### config.mk
export PLATFORM = sky130hd
export DESIGN_NAME = delta_sleep_queue_top_flat
export DESIGN_NICKNAME = d
export VERILOG_FILES = /design/src/hw/rtl/dsq_pkg.sv /design/src/hw/rtl/dsq_in_if.sv /design/src/hw/rtl/dsq_out_if.sv /design/src/hw/rtl/delta_sleep_queue_top.sv /design/src/hw/rtl/dsq_ram.sv /design/src/hw/rtl/dsq_alu.sv /design/src/flat_wrapper.sv
export VERILOG_INCLUDE_DIRS = /design/src /design/src/hw/rtl
export SDC_FILE = /design/constraint.sdc
export NUM_CORES = 1
export LEC_CHECK = 0
export BUFFER_PORTS_ARGS = -buffer_cell sky130_fd_sc_hd__buf_2
export CAP_MARGIN = 10
export CORE_UTILIZATION = 63
export CTS_CLUSTER_DIAMETER = 120
export CTS_CLUSTER_SIZE = 24
export DETAILED_ROUTE_END_ITERATION = 8
export PLACE_DENSITY = 0.9
export SLEW_MARGIN = 20
export SYNTH_ARGS = -nofsm -noshare
export SYNTH_HDL_FRONTEND = slang
export SYNTH_SLANG_ARGS = --single-unit
### constraint.sdc
create_clock -name clk -period 7.02 [get_ports clk]
set_clock_uncertainty 0.2 [all_clocks]
set_input_delay 0.351 -clock clk [delete_from_list [all_inputs] [get_ports clk]]
set_output_delay 0.351 -clock clk [all_outputs]
set_load 0.05 [all_outputs]
### src/hw/rtl/assert_macros.svh
// Assertion macros for the queue RTL; clk and rst must be in scope.
`ifndef ASSERT_MACROS_SVH
`define ASSERT_MACROS_SVH

// Condition holds on every clock outside reset.
`define DSQ_CHECK(lbl, cond, msg) \
  lbl: assert property (@(posedge clk) disable iff (rst) (cond)) else $error(msg);

// Antecedent implies consequent in the same cycle.
`define DSQ_IMPLY(lbl, ante, cons, msg) \
  lbl: assert property (@(posedge clk) disable iff (rst) (ante) |-> (cons)) else $error(msg);

// Antecedent implies consequent in the next cycle.
`define DSQ_NEXT(lbl, ante, cons, msg) \
  lbl: assert property (@(posedge clk) disable iff (rst) (ante) |=> (cons)) else $error(msg);

`endif

### src/hw/rtl/dsq_pkg.sv
// Package of the delta sleep queue: sizes, codes and shared types.
`default_nettype none

package dsq_pkg;

  localparam int CAPACITY     = 16;
  localparam int TICK_W       = 16;
  localparam int ID_W         = 8;
  localparam int RESULT_LIMIT = 16;
  localparam int MODE_W       = 2;
  localparam int STATUS_W     = 3;
  localparam int IDX_W        = $clog2(CAPACITY);
  localparam int CNT_W        = $clog2(CAPACITY + 1);

  localparam logic [CNT_W-1:0] CAP_COUNT   = CNT_W'(CAPACITY);
  localparam logic [CNT_W-1:0] LIMIT_COUNT = CNT_W'(RESULT_LIMIT);

  localparam logic [MODE_W-1:0] MODE_SLEEP = 2'd0;
  localparam logic [MODE_W-1:0] MODE_TICK  = 2'd1;
  localparam logic [MODE_W-1:0] MODE_POP   = 2'd2;

  localparam logic [STATUS_W-1:0] ST_INSERTED = 3'd0;
  localparam logic [STATUS_W-1:0] ST_WOKEN    = 3'd1;
  localparam logic [STATUS_W-1:0] ST_REMOVED  = 3'd2;
  localparam logic [STATUS_W-1:0] ST_NONE     = 3'd3;
  localparam logic [STATUS_W-1:0] ST_FULL     = 3'd4;
  localparam logic [STATUS_W-1:0] ST_EMPTY    = 3'd5;

  typedef struct packed {
    logic [TICK_W-1:0] a;
    logic [TICK_W-1:0] b;
    logic              sub;
  } alu_req_t;

  typedef struct packed {
    logic [TICK_W-1:0] res;
    logic              carry;
  } alu_rsp_t;

endpackage

`default_nettype wire

### src/hw/rtl/dsq_in_if.sv
// Request channel of the delta sleep queue.
`default_nettype none

interface dsq_in_if;
  logic                          valid;
  logic                          ready;
  logic [dsq_pkg::MODE_W-1:0]    mode;
  logic [dsq_pkg::ID_W-1:0]      task_id;
  logic [dsq_pkg::TICK_W-1:0]    ticks;

  modport source (output valid, mode, task_id, ticks, input ready);
  modport sink (input valid, mode, task_id, ticks, output ready);
endinterface

`default_nettype wire

### src/hw/rtl/dsq_out_if.sv
// Result channel of the delta sleep queue.
`default_nettype none

interface dsq_out_if;
  logic                          valid;
  logic                          ready;
  logic [dsq_pkg::STATUS_W-1:0]  status;
  logic [dsq_pkg::ID_W-1:0]      woken_id;
  logic                          last;
  logic [dsq_pkg::TICK_W-1:0]    head_remaining;
  logic [dsq_pkg::CNT_W-1:0]     queue_count;

  modport source (output valid, status, woken_id, last, head_remaining, queue_count,
                  input ready);
  modport sink (input valid, status, woken_id, last, head_remaining, queue_count,
                output ready);
endinterface

`default_nettype wire

### src/hw/rtl/delta_sleep_queue_top.sv
// Delta sleep queue: ordered timer queue of task ids with relative delays.
//
// The queue holds up to CAPACITY sleeping task ids, sorted by wake time. Each
// entry stores its delay relative to the entry ahead of it, so the head delta is
// the time left for the head. A request word carries a mode: sleep inserts
// task_id after ticks ticks (rejected with status full when the queue is full),
// tick lowers the head delta by one (never below zero) and then wakes every head
// entry at zero, one result word each, in queue order, last set on the final
// one; pop removes the head early and folds its remaining delta into the new
// head, saturating at the tick maximum. Tick or pop on an empty queue gives
// status empty; a tick that wakes nothing gives status none. Mode 3 is ignored
// and produces no word. Every result word carries the head delta and entry
// count after the whole request. Entries live in two RAMs (delta, id) with a
// single read port and a registered read; one add/subtract unit does every
// compare, subtract, decrement and sum. Each RAM visit pairs a read state with
// a check or write state, and output stalls hold the sequencer. The RAMs need
// no clearing after reset, since only entries below the count are used. The
// request side is ready only between requests; the output register holds the
// final word of one request while the next request is taken.
`default_nettype none

`include "assert_macros.svh"

module delta_sleep_queue_top (
  input logic      clk,
  input logic      rst,
  dsq_in_if.sink   req,
  dsq_out_if.source rsp
);

  // sequencer states
  localparam logic [4:0] S_IDLE      = 5'd0;
  localparam logic [4:0] S_WALK_RD   = 5'd1;
  localparam logic [4:0] S_WALK_CHK  = 5'd2;
  localparam logic [4:0] S_SHIFT_RD  = 5'd3;
  localparam logic [4:0] S_SHIFT_WR  = 5'd4;
  localparam logic [4:0] S_INS_WR    = 5'd5;
  localparam logic [4:0] S_TICK_DEC  = 5'd6;
  localparam logic [4:0] S_SCAN_RD   = 5'd7;
  localparam logic [4:0] S_SCAN_CHK  = 5'd8;
  localparam logic [4:0] S_EMIT_RD   = 5'd9;
  localparam logic [4:0] S_EMIT_WAIT = 5'd10;
  localparam logic [4:0] S_CMP_RD    = 5'd11;
  localparam logic [4:0] S_CMP_WR    = 5'd12;
  localparam logic [4:0] S_POP_RD0   = 5'd13;
  localparam logic [4:0] S_POP_ID    = 5'd14;
  localparam logic [4:0] S_POP_RD1   = 5'd15;
  localparam logic [4:0] S_POP_SUM   = 5'd16;
  localparam logic [4:0] S_POP_FIX   = 5'd17;
  localparam logic [4:0] S_RESULT    = 5'd18;

  localparam int TW = dsq_pkg::TICK_W;
  localparam int IW = dsq_pkg::ID_W;
  localparam int XW = dsq_pkg::IDX_W;
  localparam int NW = dsq_pkg::CNT_W;

  // control state
  logic [4:0]    state;
  logic [NW-1:0] count;   // entries in the queue
  logic [TW-1:0] head;    // mirror of the head entry's delta, 0 when empty
  logic          out_valid;

  // working registers
  logic [dsq_pkg::MODE_W-1:0]   op;
  logic [TW-1:0]                t;       // ticks left on the insert walk
  logic [IW-1:0]                id_reg;
  logic [IW-1:0]                cur_id;  // id taken off by a pop
  logic [NW-1:0]                pos;     // insert place
  logic [NW-1:0]                k;       // sweep / emit index
  logic [NW-1:0]                n;       // entries woken this tick
  logic [dsq_pkg::STATUS_W-1:0] st;

  // output register payload
  logic [dsq_pkg::STATUS_W-1:0] out_status;
  logic [IW-1:0]                out_id;
  logic                         out_last;
  logic [TW-1:0]                out_head;
  logic [NW-1:0]                out_count;

  // RAM and ALU connections
  logic          delta_we, id_we;
  logic [XW-1:0] wr_addr, rd_addr;
  logic [TW-1:0] wr_delta, rd_delta;
  logic [IW-1:0] wr_id, rd_id;

  dsq_pkg::alu_req_t alu_req;
  dsq_pkg::alu_rsp_t alu_rsp;

  logic [NW-1:0] km1, kp1, kn;
  logic [TW-1:0] dec_val, sat_sum;
  logic          out_free, out_load, walk_more;

  assign km1 = k - 1'b1;
  assign kp1 = k + 1'b1;
  assign kn  = k + n;

  // decrement stops at zero; pop sum saturates
  assign dec_val   = (head == '0) ? '0 : alu_rsp.res;
  assign sat_sum   = alu_rsp.carry ? '1 : alu_rsp.res;
  // t > d: subtract without borrow and with a nonzero difference
  assign walk_more = alu_rsp.carry && (alu_rsp.res != '0);

  assign out_free = !out_valid || rsp.ready;
  assign out_load = ((state == S_RESULT) || (state == S_EMIT_WAIT)) && out_free;

  dsq_ram #(.WIDTH(TW), .DEPTH(dsq_pkg::CAPACITY)) u_delta_ram (
    .clk     (clk),
    .we      (delta_we),
    .wr_addr (wr_addr),
    .wr_data (wr_delta),
    .rd_addr (rd_addr),
    .rd_data (rd_delta)
  );

  dsq_ram #(.WIDTH(IW), .DEPTH(dsq_pkg::CAPACITY)) u_id_ram (
    .clk     (clk),
    .we      (id_we),
    .wr_addr (wr_addr),
    .wr_data (wr_id),
    .rd_addr (rd_addr),
    .rd_data (rd_id)
  );

  dsq_alu u_alu (
    .req (alu_req),
    .rsp (alu_rsp)
  );

  // RAM addressing and ALU operand selection per state
  always_comb begin
    alu_req  = '{a: t, b: rd_delta, sub: 1'b1};
    rd_addr  = k[XW-1:0];
    wr_addr  = k[XW-1:0];
    delta_we = 1'b0;
    id_we    = 1'b0;
    wr_delta = rd_delta;
    wr_id    = rd_id;
    unique case (state)
      S_WALK_RD: begin
        rd_addr = pos[XW-1:0];
      end
      S_SHIFT_RD: begin
        rd_addr = km1[XW-1:0];
      end
      S_SHIFT_WR: begin
        // the entry that lands right behind the new one gives up its remainder
        alu_req  = '{a: rd_delta, b: t, sub: 1'b1};
        delta_we = 1'b1;
        id_we    = 1'b1;
        wr_delta = (km1 == pos) ? alu_rsp.res : rd_delta;
      end
      S_INS_WR: begin
        delta_we = 1'b1;
        id_we    = 1'b1;
        wr_addr  = pos[XW-1:0];
        wr_delta = t;
        wr_id    = id_reg;
      end
      S_TICK_DEC: begin
        alu_req  = '{a: head, b: TW'(1), sub: 1'b1};
        delta_we = 1'b1;
        wr_addr  = '0;
        wr_delta = dec_val;
      end
      S_SCAN_RD: begin
        rd_addr = n[XW-1:0];
      end
      S_CMP_RD: begin
        rd_addr = kn[XW-1:0];
      end
      S_CMP_WR: begin
        delta_we = 1'b1;
        id_we    = 1'b1;
      end
      S_POP_RD0: begin
        rd_addr = '0;
      end
      S_POP_RD1: begin
        rd_addr = XW'(1);
      end
      S_POP_SUM: begin
        alu_req = '{a: rd_delta, b: head, sub: 1'b0};
      end
      S_POP_FIX: begin
        delta_we = 1'b1;
        wr_addr  = '0;
        wr_delta = head;
      end
      default: ;
    endcase
  end

  // sequencer
  always_ff @(posedge clk) begin
    if (rst) begin
      state     <= S_IDLE;
      count     <= '0;
      head      <= '0;
      out_valid <= 1'b0;
    end else begin
      if (out_load) begin
        out_valid <= 1'b1;
      end else if (rsp.ready) begin
        out_valid <= 1'b0;
      end

      unique case (state)
        S_IDLE: begin
          if (req.valid) begin
            op     <= req.mode;
            t      <= req.ticks;
            id_reg <= req.task_id;
            pos    <= '0;
            k      <= count;
            unique case (req.mode)
              dsq_pkg::MODE_SLEEP: begin
                if (count == dsq_pkg::CAP_COUNT) begin
                  st    <= dsq_pkg::ST_FULL;
                  state <= S_RESULT;
                end else begin
                  state <= S_WALK_RD;
                end
              end
              dsq_pkg::MODE_TICK: begin
                if (count == '0) begin
                  st    <= dsq_pkg::ST_EMPTY;
                  state <= S_RESULT;
                end else begin
                  state <= S_TICK_DEC;
                end
              end
              dsq_pkg::MODE_POP: begin
                if (count == '0) begin
                  st    <= dsq_pkg::ST_EMPTY;
                  state <= S_RESULT;
                end else begin
                  state <= S_POP_RD0;
                end
              end
              default: ;  // unused mode: dropped
            endcase
          end
        end

        // insert: walk past entries while ticks exceed their delta
        S_WALK_RD: begin
          state <= (pos == count) ? S_SHIFT_RD : S_WALK_CHK;
        end
        S_WALK_CHK: begin
          if (walk_more) begin
            t     <= alu_rsp.res;
            pos   <= pos + 1'b1;
            state <= S_WALK_RD;
          end else begin
            state <= S_SHIFT_RD;
          end
        end
        // open a hole at pos, moving entries up from the tail
        S_SHIFT_RD: begin
          state <= (k == pos) ? S_INS_WR : S_SHIFT_WR;
        end
        S_SHIFT_WR: begin
          k     <= km1;
          state <= S_SHIFT_RD;
        end
        S_INS_WR: begin
          count <= count + 1'b1;
          if (pos == '0) begin
            head <= t;
          end
          st    <= dsq_pkg::ST_INSERTED;
          state <= S_RESULT;
        end

        // tick: one decrement, then count leading zero deltas
        S_TICK_DEC: begin
          head <= dec_val;
          if (dec_val != '0) begin
            st    <= dsq_pkg::ST_NONE;
            state <= S_RESULT;
          end else begin
            n     <= NW'(1);
            state <= S_SCAN_RD;
          end
        end
        S_SCAN_RD: begin
          if (n == count) begin
            head  <= '0;
            count <= '0;
            k     <= '0;
            state <= S_EMIT_RD;
          end else begin
            state <= S_SCAN_CHK;
          end
        end
        S_SCAN_CHK: begin
          if ((rd_delta == '0) && (n < dsq_pkg::LIMIT_COUNT)) begin
            n     <= n + 1'b1;
            state <= S_SCAN_RD;
          end else begin
            // all ahead are zero, so this relative delta is the new head's time
            head  <= rd_delta;
            count <= count - n;
            k     <= '0;
            state <= S_EMIT_RD;
          end
        end
        // emit woken ids before compaction overwrites them
        S_EMIT_RD: begin
          state <= S_EMIT_WAIT;
        end
        S_EMIT_WAIT: begin
          if (out_free) begin
            if (kp1 == n) begin
              k     <= '0;
              state <= S_CMP_RD;
            end else begin
              k     <= kp1;
              state <= S_EMIT_RD;
            end
          end
        end

        // compaction: entry k+n moves to k for every remaining entry
        S_CMP_RD: begin
          if (k == count) begin
            state <= (op == dsq_pkg::MODE_POP) ? S_POP_FIX : S_IDLE;
          end else begin
            state <= S_CMP_WR;
          end
        end
        S_CMP_WR: begin
          k     <= kp1;
          state <= S_CMP_RD;
        end

        // pop: take the head id, fold its delta into the next entry
        S_POP_RD0: begin
          state <= S_POP_ID;
        end
        S_POP_ID: begin
          cur_id <= rd_id;
          if (count > NW'(1)) begin
            state <= S_POP_RD1;
          end else begin
            head  <= '0;
            count <= '0;
            st    <= dsq_pkg::ST_REMOVED;
            state <= S_RESULT;
          end
        end
        S_POP_RD1: begin
          state <= S_POP_SUM;
        end
        S_POP_SUM: begin
          head  <= sat_sum;
          n     <= NW'(1);
          count <= count - 1'b1;
          k     <= '0;
          state <= S_CMP_RD;
        end
        S_POP_FIX: begin
          st    <= dsq_pkg::ST_REMOVED;
          state <= S_RESULT;
        end

        S_RESULT: begin
          if (out_free) begin
            state <= S_IDLE;
          end
        end

        default: state <= S_IDLE;
      endcase
    end
  end

  // output word register
  always_ff @(posedge clk) begin
    if (out_load) begin
      out_head  <= head;
      out_count <= count;
      if (state == S_RESULT) begin
        out_status <= st;
        out_id     <= (st == dsq_pkg::ST_REMOVED) ? cur_id : '0;
        out_last   <= 1'b1;
      end else begin
        out_status <= dsq_pkg::ST_WOKEN;
        out_id     <= rd_id;
        out_last   <= (kp1 == n);
      end
    end
  end

  assign req.ready          = (state == S_IDLE);
  assign rsp.valid          = out_valid;
  assign rsp.status         = out_status;
  assign rsp.woken_id       = out_id;
  assign rsp.last           = out_last;
  assign rsp.head_remaining = out_head;
  assign rsp.queue_count    = out_count;

  `DSQ_CHECK(a_count_bound, count <= dsq_pkg::CAP_COUNT, "entry count above capacity")
  `DSQ_IMPLY(a_empty_head, (state == S_IDLE) && (count == '0), head == '0, "empty, head nonzero")
  `DSQ_IMPLY(a_scan_bound, state == S_SCAN_CHK, n < count, "wake scan read past the tail")
  `DSQ_NEXT(a_insert_grows, state == S_INS_WR, count == $past(count) + 1'b1, "insert missed count")

endmodule

`default_nettype wire

### src/hw/rtl/dsq_ram.sv
// Generic simple dual-port RAM, one write port, registered read port.
`default_nettype none

module dsq_ram #(
  parameter int WIDTH = 8,
  parameter int DEPTH = 16
) (
  input  logic                     clk,
  input  logic                     we,
  input  logic [$clog2(DEPTH)-1:0] wr_addr,
  input  logic [WIDTH-1:0]         wr_data,
  input  logic [$clog2(DEPTH)-1:0] rd_addr,
  output logic [WIDTH-1:0]         rd_data
);

  logic [WIDTH-1:0] mem [DEPTH];

  always_ff @(posedge clk) begin
    if (we) begin
      mem[wr_addr] <= wr_data;
    end
    rd_data <= mem[rd_addr];
  end

endmodule

`default_nettype wire

### src/hw/rtl/dsq_alu.sv
// Shared add/subtract unit; carry out doubles as "no borrow" on subtract.
`default_nettype none

module dsq_alu (
  input  dsq_pkg::alu_req_t req,
  output dsq_pkg::alu_rsp_t rsp
);

  logic [dsq_pkg::TICK_W:0]   sum;
  logic [dsq_pkg::TICK_W-1:0] b_op;

  assign b_op = req.sub ? ~req.b : req.b;
  assign sum  = {1'b0, req.a} + {1'b0, b_op} + {{dsq_pkg::TICK_W{1'b0}}, req.sub};

  assign rsp.res   = sum[dsq_pkg::TICK_W-1:0];
  assign rsp.carry = sum[dsq_pkg::TICK_W];

endmodule

`default_nettype wire
### src/flat_wrapper.sv
// flat-port wrapper written by rule: the top's interface ports become plain ports
module delta_sleep_queue_top_flat 
  (clk, rst, req_valid, req_mode, req_task_id, req_ticks, req_ready, rsp_valid, rsp_status, rsp_woken_id, rsp_last, rsp_head_remaining, rsp_queue_count, rsp_ready);
  dsq_in_if req_i ();
  dsq_out_if rsp_i ();
  input logic clk;
  input logic rst;
  input wire logic [$bits(req_i.valid)-1:0] req_valid;
  input wire logic [$bits(req_i.mode)-1:0] req_mode;
  input wire logic [$bits(req_i.task_id)-1:0] req_task_id;
  input wire logic [$bits(req_i.ticks)-1:0] req_ticks;
  output wire logic [$bits(req_i.ready)-1:0] req_ready;
  output wire logic [$bits(rsp_i.valid)-1:0] rsp_valid;
  output wire logic [$bits(rsp_i.status)-1:0] rsp_status;
  output wire logic [$bits(rsp_i.woken_id)-1:0] rsp_woken_id;
  output wire logic [$bits(rsp_i.last)-1:0] rsp_last;
  output wire logic [$bits(rsp_i.head_remaining)-1:0] rsp_head_remaining;
  output wire logic [$bits(rsp_i.queue_count)-1:0] rsp_queue_count;
  input wire logic [$bits(rsp_i.ready)-1:0] rsp_ready;
  assign req_i.valid = req_valid;
  assign req_i.mode = req_mode;
  assign req_i.task_id = req_task_id;
  assign req_i.ticks = req_ticks;
  assign req_ready = req_i.ready;
  assign rsp_valid = rsp_i.valid;
  assign rsp_status = rsp_i.status;
  assign rsp_woken_id = rsp_i.woken_id;
  assign rsp_last = rsp_i.last;
  assign rsp_head_remaining = rsp_i.head_remaining;
  assign rsp_queue_count = rsp_i.queue_count;
  assign rsp_i.ready = rsp_ready;
  delta_sleep_queue_top u_core (.clk(clk), .rst(rst), .req(req_i), .rsp(rsp_i));
endmodule
==> metrics.md <==
| Metric | Value |
|---|---|
| Run status | `finished with violations` |
| Violated checks | `DRC` |
| Setup repair after global routing missed its margin | `false` |
| Maximum buffer depth of the clock tree | `3` |
| Placement row count | `71` |
| Register with the most flip-flops | `u_core.u_delta_ram.mem` |
| Element type at the critical path end | `flip-flop` |
| Max reg flops | `256` |
| Synthesized net count | `2239` |
| Count of vias placed by the detailed router | `18390` |
| Via count of the first global-routing pass | `17827` |
| DRC violation count after routing | `24` |
| End of the worst hold path | `u_core.rsp.valid` |
| Synth Register Bits | `520` |
| Starting utilization of the core area | `64.4%` |
| Final-report max-slew violation count | `0` |
| Total length of routed wires | `67100 um` |
| Data arrival time at the worst-slack endpoint | `5.90 ns` |
| Share of the yosys chip area belonging to registers | `62.0%` |
| Avg Synthesized Cell Area | `11.2 um2` |
| R2r startpoint | `u_core.state[2]` |
| Number of top-level design ports | `65` |
| Final total power | `11.7 mW` |
| Global-route wire length before repair | `102000 um` |
| Main synth FF type | `edfxtp_1` |
| Via density per instance | `6.76` |
| Class of the most critical setup path | `reg -> reg` |
| Final HPWL from detailed placement | `42100 um` |
| Post-synthesis cell type count | `96` |
| Antenna violation net count after detailed routing | `0` |
| Total inserted antenna cells | `0` |
| R2R cell count | `14` |
| Final Wtd Congestion | `1.00` |
| Number of buffers inserted by post-CTS setup repair | `0` |
| Timing-limited maximum frequency | `170 MHz` |
| Largest delay contributor family on the critical path | `compound AO/OA/AOI/OAI gates` |
| Worst skew pair latency | `0.59 ns` |
| Htree depth | `1` |
| Synthesized instance count | `2172` |
| Die outline area | `39500 um2` |
| Slowest cell on the critical path | `dfxtp_1` |
| Buffers and inverters on the worst path | `1` |
| Setup TNS after final layout | `0 ns` |
| R2R Setup Slk | `1.15 ns` |
| Final period utilization | `83.7%` |
| Fill count | `2573` |
| CTS root buffer | `clkbuf_16` |
| Maximum number of pins on one net before global-route repair | `145` |
| Power per cell area | `447 nW/um2` |
| Die Y | `199 um` |
| Max-slew headroom | `22.6%` |
| Maximum resistive drop on vdd | `384 uV` |
| MaxCap Viol Count | `0` |
| Antenna violations before repair | `1` |
| Fraction of layout cells with a size suffix above 1 | `8.91%` |
| Fraction of the core area covered by cells at the end of the flow | `69.1%` |
| Total routing usage reported by global routing | `34.1%` |
| Share of flip-flops with an asynchronous set or reset | `0%` |
| Worst Tran Pin Value | `1.16 ns` |
| Slowest Stage Delay on Critical Path | `0.98 ns` |
| Mapped Area | `24400 um2` |
| Core Area | `37800 um2` |
| CTS sink cnt | `520` |
| Die span in x | `199 um` |
| WHS Path Cells | `2` |
| Most frequent cells in the layout | `512 x nand2_1, 469 x edfxtp_1, 155 x nand3_1, 113 x nor2_1, 71 x o21ai_0` |
| Final number of hold-violating endpoints | `0` |
| Total global routing overflow | `0` |
| Capturing point of the worst reg2reg path | `u_core.n[1]` |
| Number of buffers created by CTS | `25` |
| Net count, final | `2259` |
| Clock slew seen by the registers of the worst setup and hold paths | `0.10 ns` |
| Critical path cell sequence | `xor2_2 -> and2_1 -> a222oi_1 -> inv_1 -> fa_1 -> a211oi_1 -> o21ai_0 -> nand2_1 -> a21oi_1 -> a2111oi_2 -> nand4b_1 -> and4bb_1 -> nand3_1 -> a41oi_1` |
| Post-route minimum period | `5.87 ns` |
| Average detailed-routed wire length per instance | `24.6 um` |
| Starting DRC count in detailed routing | `2771` |
| Worst path required time | `7.05 ns` |
| Largest regs | `u_core.u_delta_ram.mem x256, u_core.u_id_ram.mem x128` |
| Type of the worst min-delay path | `in -> reg` |
| Clock tree from TritonCTS | `done` |
| Commonest non-fill, non-tap cell in the layout | `nand2_1` |
| Area delta synth->final | `7.33%` |
| Port Buf Inserts | `64` |
| Iteration count of the initial detailed-routing pass | `9` |
| Startpoint of the worst hold path | `rst` |
| Largest fanout on the critical path | `27` |
| YS warnings | `0` |
| Worst Setup Start Kind | `flip-flop` |
| Leakage Power | `9.25 nW` |
| Number of endpoints failing setup at the final stage | `0` |
| Number of enable-type register cells in the synthesized netlist | `469` |
==> Yosys cell counts, types with 4 or more instances <==
master    instances  area [um2]
nor3_1           26         130
o211ai_1          4        30.0
dfxtp_1          51        1020
o21ai_0          71         355
a311oi_1         51         447
a21oi_1          63         315
inv_1            39         146
buf_1             6        22.5
nor3_2            4        40.0
buf_4             6        45.0
a311o_1          27         270
a221oi_1         26         228
and2_1            7        43.8
nand2b_1         11        68.8
nand2_1         512        1920
o221ai_1          4        35.0
nor2b_1           5        31.3
clkbuf_1         92         345
a22oi_1          11        82.6
or3_1             5        31.3
a31oi_1          38         238
nand4_1           4        25.0
o31ai_1           4        30.0
xor2_1           24         210
buf_2            41         205
mux2i_1           7        70.1
nand3_1         155         776
mux2_2            6        67.6
nor3b_1           5        37.5
o21bai_1          5        37.5
a222oi_1         30         300
ha_1             34         425
a21o_1           15         113
nor2_1          115         432
xnor2_1          31         272
buf_6             6        67.6
nor4_1            8        50.1
o22ai_1           6        37.5
and3_1           60         375
edfxtp_1        469       14100
a211oi_1         10        75.1
==> cell type report <==
class	count	area [um2]	area share [%]
clock buffers	43	693	2.65
clock inverters	2	11.3	0.0431
inverters	39	146	0.560
multi-input cells	1462	8530	32.6
flip-flops and latches	520	15100	57.8
well taps	511	639	2.44
repair buffers	144	1030	3.92
==> stage by stage <==
step / hold slack (ns) / area (um2) / std cells / worst slack, ns
after floorplan: 0.206 / 24400 / 2172 / 2.10
after global placement: 0.246 / 25200 / 2649 / 1.33
after detailed placement: 0.254 / 25200 / 2649 / 1.25
after CTS: 0.0542 / 26100 / 2721 / 1.24
after global routing: 0.0805 / 26200 / 2721 / 0.738
final: 0.0963 / 26200 / 2721 / 1.15
==> report_power, final <==
group | total [mW] | internal, mW | leakage [nW] | switching (mW)
Clock | 1.60 | 0.679 | 0.338 | 0.924
Sequential | 4.34 | 3.98 | 4.65 | 0.361
Combinational | 5.76 | 1.83 | 4.25 | 3.93
Total | 11.7 | 6.49 | 9.25 | 5.22
==> kinds of logic (layout without fill, tap and decap cells) <==
kind of cell | Yosys count | after routing | share of synthesized area [%]
adder cells (fa/ha/maj) | 37 | 37 | 1.99
XOR/XNOR | 57 | 57 | 2.16
AND/OR/NAND/NOR | 949 | 949 | 17.5
multiplexers | 13 | 13 | 0.565
AO/OA/AOI/OAI | 406 | 406 | 12.4
flip-flops | 520 | 520 | 62.0
buffers and inverters | 190 | 228 | 3.41
==> worst max-delay path by stage <==
stage | from | end | depth (start not counted)
floorplan | u_core.state[2] | u_core.pos[0] | 18
global placement | u_core.state[2] | u_core.n[1] | 14
detailed placement | u_core.state[2] | u_core.n[2] | 14
CTS | u_core.state[2] | u_core.n[1] | 14
global route | u_core.state[2] | u_core.n[1] | 14
finish | u_core.state[2] | u_core.n[1] | 14
==> per-layer routing <==
metal	vias to the layer above	track usage, %	wire, um
li1	8093	-	-
met1	8764	45.8	24900
met2	1304	55.7	32100
met3	227	4.97	7250
met4	2	14.1	2850
met5	-	0	13
==> worst reg2reg max path: stages (launching register included) <==
cell       delay (ns)
dfxtp_1          0.98
xor2_2           0.21
and2_1           0.48
a222oi_1         0.38
inv_1            0.12
fa_1             0.45
a211oi_1         0.30
o21ai_0          0.22
nand2_1          0.24
a21oi_1          0.16
a2111oi_2        0.38
nand4b_1         0.21
and4bb_1         0.38
nand3_1          0.22
a41oi_1          0.58
==> what timing repair did <==
item,in CTS,in global routing
endpoints found under the hold margin,27,0
gates resized for setup,0,0
hold buffers,27,0
Power figures use the tool's default switching activity.
